$ cat src/hdl/mpe_pkg.sv
`timescale 1ns / 1ps
package mpe_pkg;

    // Internal number: value = (neg ? -1 : 1) * m * 2^k, m in [2^62, 2^63) or zero
    typedef struct packed {
        logic [63:0]        m;
        logic signed [11:0] k;
        logic               neg;
    } fnum_t;

    localparam fnum_t FNUM_ZERO = '{m: 64'd0, k: 12'sd0, neg: 1'b0};

    // Opcodes
    localparam logic [1:0] OP_VALUE  = 2'd0;
    localparam logic [1:0] OP_FIRST  = 2'd1;
    localparam logic [1:0] OP_SECOND = 2'd2;
    localparam logic [1:0] OP_UNDEF  = 2'd3;

    // Register indexes
    localparam logic [2:0] REG_WELL_DEPTH   = 3'd0;
    localparam logic [2:0] REG_DECAY_RATE   = 3'd1;
    localparam logic [2:0] REG_EQUIL_DIST   = 3'd2;
    localparam logic [2:0] REG_OFFSET_CONST = 3'd3;
    localparam logic [2:0] REG_OFFSET_SLOPE = 3'd4;
    localparam logic [2:0] REG_CUTOFF       = 3'd5;

    // Register reset values
    localparam logic [31:0] RST_WELL_DEPTH   = 32'd63350768;
    localparam logic [31:0] RST_DECAY_RATE   = 32'd24929265;
    localparam logic [31:0] RST_EQUIL_DIST   = 32'd35527433;
    localparam logic [31:0] RST_OFFSET_CONST = 32'd7053588;
    localparam logic [31:0] RST_OFFSET_SLOPE = 32'hFFEEB962;
    localparam logic [30:0] RST_CUTOFF       = 31'd93197435;

    // Arithmetic constants
    localparam logic signed [63:0] LOG2E_Q28 = 64'sd387270501;
    localparam logic [31:0]        LN2_Q32   = 32'd2977044472;
    localparam logic [63:0]        T_LIMIT   = 64'd1 << 34;
    localparam logic [63:0]        RES_LIM_POS = 64'h7FFF_FFFF_FFFF_FFFF;
    localparam logic [63:0]        RES_LIM_NEG = 64'h8000_0000_0000_0000;

    // Cycles for the coefficient chain to settle after a register write
    localparam logic [3:0] SETTLE_CYCLES = 4'd11;

endpackage

$ cat src/hdl/mpe_fadd.sv
`timescale 1ns / 1ps
module mpe_fadd import mpe_pkg::*; (
    input  logic  aclk,
    input  logic  en,
    input  fnum_t a,
    input  fnum_t b,
    output fnum_t y
);

    logic               swap;
    fnum_t              big;
    fnum_t              sml;
    logic signed [12:0] kd;
    logic [63:0]        bm_next;

    logic [63:0]        am_reg;
    logic [63:0]        bm_reg;
    logic signed [11:0] k1_reg;
    logic               sa_reg;
    logic               sb_reg;

    logic [63:0]        s_next;
    logic               n_next;
    logic [63:0]        s2_reg;
    logic signed [11:0] k2_reg;
    logic               n2_reg;

    logic [7:0]         nz;
    logic [3:0]         blz [0:7];
    logic [6:0]         lz_next;
    logic [63:0]        s3_reg;
    logic signed [11:0] k3_reg;
    logic               n3_reg;
    logic [6:0]         lz3_reg;

    logic [5:0]         sh;
    fnum_t              y_reg;

    // Stage 1: order by exponent, align the smaller operand
    always_comb begin
        swap = (a.m == 64'd0) || ((b.m != 64'd0) && (a.k < b.k));
        big  = swap ? b : a;
        sml  = swap ? a : b;
        kd   = 13'(big.k) - 13'(sml.k);
        if ((sml.m == 64'd0) || (kd >= 13'sd64)) begin
            bm_next = 64'd0;
        end else begin
            bm_next = sml.m >> kd[5:0];
        end
    end

    always_ff @(posedge aclk) begin
        if (en) begin
            am_reg <= big.m;
            bm_reg <= bm_next;
            k1_reg <= big.k;
            sa_reg <= big.neg;
            sb_reg <= sml.neg;
        end
    end

    // Stage 2: add or subtract magnitudes
    always_comb begin
        if (sa_reg == sb_reg) begin
            s_next = am_reg + bm_reg;
            n_next = sa_reg;
        end else if (am_reg >= bm_reg) begin
            s_next = am_reg - bm_reg;
            n_next = sa_reg;
        end else begin
            s_next = bm_reg - am_reg;
            n_next = sb_reg;
        end
    end

    always_ff @(posedge aclk) begin
        if (en) begin
            s2_reg <= s_next;
            k2_reg <= k1_reg;
            n2_reg <= n_next;
        end
    end

    // Stage 3: leading-zero count, per byte then across bytes
    always_comb begin
        for (int bi = 0; bi < 8; bi++) begin
            nz[bi]  = |s2_reg[8*bi +: 8];
            blz[bi] = 4'd8;
            for (int i = 0; i < 8; i++) begin
                if (s2_reg[8*bi + i]) blz[bi] = 4'(7 - i);
            end
        end
        lz_next = 7'd64;
        for (int bi = 0; bi < 8; bi++) begin
            if (nz[bi]) lz_next = 7'((7 - bi) * 8) + {3'd0, blz[bi]};
        end
    end

    always_ff @(posedge aclk) begin
        if (en) begin
            s3_reg  <= s2_reg;
            k3_reg  <= k2_reg;
            n3_reg  <= n2_reg;
            lz3_reg <= lz_next;
        end
    end

    // Stage 4: normalising shift
    assign sh = 6'(lz3_reg - 7'd1);

    always_ff @(posedge aclk) begin
        if (en) begin
            if (s3_reg == 64'd0) begin
                y_reg <= FNUM_ZERO;
            end else if (lz3_reg == 7'd0) begin
                y_reg <= '{m: {1'b0, s3_reg[63:1]}, k: k3_reg + 12'sd1, neg: n3_reg};
            end else begin
                y_reg <= '{m: s3_reg << sh, k: k3_reg - $signed({6'd0, sh}), neg: n3_reg};
            end
        end
    end

    assign y = y_reg;

endmodule

$ cat config.mk
export PLATFORM = sky130hd
export DESIGN_NAME = mpe_fadd
export DESIGN_NICKNAME = d
export VERILOG_FILES = /design/src/hdl/mpe_pkg.sv /design/src/hdl/mpe_fadd.sv
export SDC_FILE = /design/constraint.sdc
export NUM_CORES = 1
export LEC_CHECK = 0
export BUFFER_PORTS_ARGS = -buffer_cell sky130_fd_sc_hd__buf_2
export CORE_AREA = 2 2 305 307
export CTS_BUF_LIST = sky130_fd_sc_hd__clkbuf_4 sky130_fd_sc_hd__clkbuf_8
export CTS_CLUSTER_DIAMETER = 120
export DETAILED_ROUTE_END_ITERATION = 6
export DIE_AREA = 0 0 307 309
export PLACE_DENSITY = 0.53
export SYNTH_ARGS = -nofsm -noshare
export SYNTH_HDL_FRONTEND = slang
export SYNTH_SLANG_ARGS = --single-unit
$ cat constraint.sdc
create_clock -name aclk -period 14.1 [get_ports aclk]
set_input_delay 2.82 -clock aclk [delete_from_list [all_inputs] [get_ports aclk]]
set_output_delay 2.82 -clock aclk [all_outputs]
set_load 0.02 [all_outputs]
==> impl_results.md <==
* Fraction of registers with async set/reset at 0
* Synth Area in Compound Gates at 0.226
* Worst-path clk slew at 0.05 ns
* Routed Antenna Nets at 0
* Tot GR Track Use at 0.314
* First-pass GRT wire length at 221000 microns
* Initial core utilization at 0.398
* CP arrival at 9.32 ns
* Largest net degree at the start of global routing at 97
* Total wire length at 153000 microns
* Sum Neg Setup Slack at 0 ns
* Reg2reg start: bm_reg[7]$_SDFFCE_PP0P_
* DR iter-0 viols at 3570
* Peak Freq at 112 MHz
* Peak VDD IR at 0.000110 V
* Total of fill cells in the finished design at 9330
* Primary FF master, synth: edfxtp_1
* Clk_skew at 0.0375 ns
* Yosys reg bits at 380
* Largest register FFs at 77
* Clock sinks at 380
* Vias at 35100
* DR vias/cell at 6.18
* Post-synthesis mux area share at 0.129
* Max cap viols at 1
* Unrepaired setup endpoints after global routing: false
* Final Hold Viols at 0
* Post-synth EDFFs at 380
* Drc violations at 0
* Root buf cell: clkbuf_8
* Least-Margin Pin Slew at 1.49 ns
* Mapped Cells at 4321
* Post-CTS Hold Buffers at 0
* XOR/XNOR share of the synthesized area at 0.0221
* Post-DP HPWL at 121000 microns
* Part of the cycle the worst path needs at 0.633
* Routed len/inst at 26.9 microns
* Clk buf depth at 3
* Outcome: complete, but fails checks
* Slowest library cell on the worst path: nor4_1
* GP Congestion at 1.03
* Unique masters post-synth at 98
* CTS H-tree depth at 3
* Setup bufs post-CTS at 0
* Height of the die at 309 microns
* Die area at 0.0949 sq mm
* Final setup vio count at 0
* Fin cells at 5672
* Max stage delay on crit path at 1.15 ns
* Critical path startpoint category: input port
* Cell Area, Synth at 0.0364 sq mm
* # IOs at 233
* Setup CP Type: in2reg
* HP Start: k2_reg[5]$_DFFE_PP_
* Adder-Cell Fraction of Synth Area at 0.0776
* Failing checks: max-capacitance violations, max-slew violations
* Hold crit path type: reg2reg
* Largest family of logic cells by synthesized area: compound AO/OA/AOI/OAI gates
* Relative slew slack at -0.00368
* Sequential area share after synthesis at 0.314
* WP buf/inv at 2
* Synthesized area per cell at 8.41 sq um
* CP max FO at 71
* Syn. warnings at 0
* Drt pass-1 iters at 5
* P per Cell Area at 181 mW/mm^2
* Worst skew pair latency at 0.71 ns
* Share of post-route cells with drive strength above 1 at 0.134
* Resized cells post-CTS at 0
* IO buf count at 232
* Die Wd at 307 microns
* Total grt overflow at 0
* Period minus WS final at 8.93 ns
* Initial antenna violation count at 5
* Area of the core at 0.0914 sq mm
* Dpl cells at 5542
* TritonCTS clock tree: yes
* Net Count, Synth at 4700
* Layout area overhead at 10.1%
* Row count at 111
* Post-Synth Simple-Gate Area at 0.178
* Crit-path cells: buf_2 > nor4_1 > nand4_1 > nor4_4 > a211oi_4 > nor2_4 > a21oi_1 > ha_1 > nor2_1 > o21ai_0 > o211ai_1 > buf_4 > mux2i_1 > mux2i_1 > nor3_1 > nor2_1 > a2111oi_1
* P_leak at 16.2 nW
* CTS Buf Count at 70
* Final number of max-transition violations at 1
* Worst Setup End Kind: register
* Crit path from: b[68]
* Required @ worst endpoint at 14.50 ns
* Fin nets at 4807
* Cell family with most CP delay: simple AND/OR/NAND/NOR gates
* Number of global-route vias before repair at 33800
## logic make-up (layout without fill, tap and decap cells)
family | after synthesis | after routing
mux | 381 | 381
other cells | 0 | 4
buf+inv | 489 | 650
compound gates | 1316 | 1316
xor+xnor | 90 | 90
fa+ha+maj | 223 | 223
simple gates | 1442 | 1442
flops | 380 | 380
## cells in the mapped netlist (all sizes together) (11+ instances only)
master	number	area, sq um
a2111oi	17	169
a211oi	70	548
a21boi	13	97.6
a21o	51	383
a21oi	467	2340
a221oi	14	141
a22o	16	140
a22oi	30	225
a31oi	23	144
and2	28	175
and4	11	96.3
buf	70	355
clkbuf	184	691
edfxtp	380	11400
ha	219	2740
inv	235	882
mux2	60	676
mux2i	258	2580
mux4	63	1420
nand2	626	2350
nand2b	26	163
nand3	69	345
nand4	55	344
nor2	362	1390
nor2b	41	257
nor3	71	355
nor4	85	547
o211ai	32	240
o21a	20	150
o21ai	317	1600
o21bai	92	691
o22ai	16	100
o31ai	26	209
or2	19	119
or3	20	125
xnor2	73	647
xor2	17	156
## area by class of cell
class,count,area (sq um),share of cell area
diodes,4,10.0,0.000250
clock buffers,93,1140,0.0284
clock inverters,33,305,0.00763
inverters,235,882,0.0220
multi-input cells,3452,23200,0.580
flip-flops and latches,380,11400,0.285
well taps,1186,1480,0.0371
repair buffers,289,1600,0.0400
## power by group
| group | switching [mW] | internal [mW] | leakage (nW) | total, mW |
|---|---|---|---|---|
| Sequential | 0.288 | 1.66 | 3.72 | 1.95 |
| Combinational | 2.79 | 1.41 | 11.8 | 4.20 |
| Clock | 0.501 | 0.607 | 0.751 | 1.11 |
| Total | 3.58 | 3.68 | 16.2 | 7.26 |
## path summary, 6_finish.rpt
| check | endpoint | slack (ns) | cells after the start |
|---|---|---|---|
| worst max register to register | s2_reg[48]$_DFFE_PP_ | 8.01 | 14 |
| worst min register to register | k3_reg[5]$_DFFE_PP_ | 0.41 | 0 |
| worst max-delay path | bm_reg[8]$_SDFFCE_PP0P_ | 5.17 | 17 |
| worst min-delay path | k3_reg[5]$_DFFE_PP_ | 0.41 | 0 |
## metal layers
layer	part of all wire	up-vias	global-route usage	routed length (microns)
met3	0.066	389	0.0390	10100
met4	0.070	2	0.198	10600
met5	0.000085	-	0	13
met2	0.46	1684	0.516	70100
met1	0.40	16800	0.392	61700
li1	-	16200	-	-
## per-stage QoR
| stage | cell area (sq um) | util | hold slack [ns] | setup slack (ns) | power [mW] |
|---|---|---|---|---|---|
| 2_1_floorplan | 36400 | - | 0.400 | 6.37 | 4.58 |
| 3_3_place_gp | 38600 | 0.422 | 0.403 | 4.52 | 6.04 |
| 3_5_place_dp | 38600 | 0.422 | 0.405 | 4.68 | 6.03 |
| 4_1_cts | 40000 | 0.438 | 0.411 | 5.45 | 7.16 |
| 5_1_grt | 40000 | 0.438 | 0.419 | 5.12 | 7.65 |
| 6_report | 40000 | 0.438 | 0.413 | 5.17 | 7.26 |
## layout by cell type (no fill, tap or decap), types with 63 or more instances in the layout
master      n
nand2_1   624
a21oi_1   467
edfxtp_1  380
nor2_1    351
o21ai_0   307
mux2i_1   258
inv_1     233
buf_2     231
ha_1      217
o21bai_1   92
nor4_1     82
nor3_1     71
clkbuf_8   70
nand3_1    69
a211oi_1   67
xnor2_1    66
mux4_2     63
No activity file was read; power rests on OpenSTA's default activity.
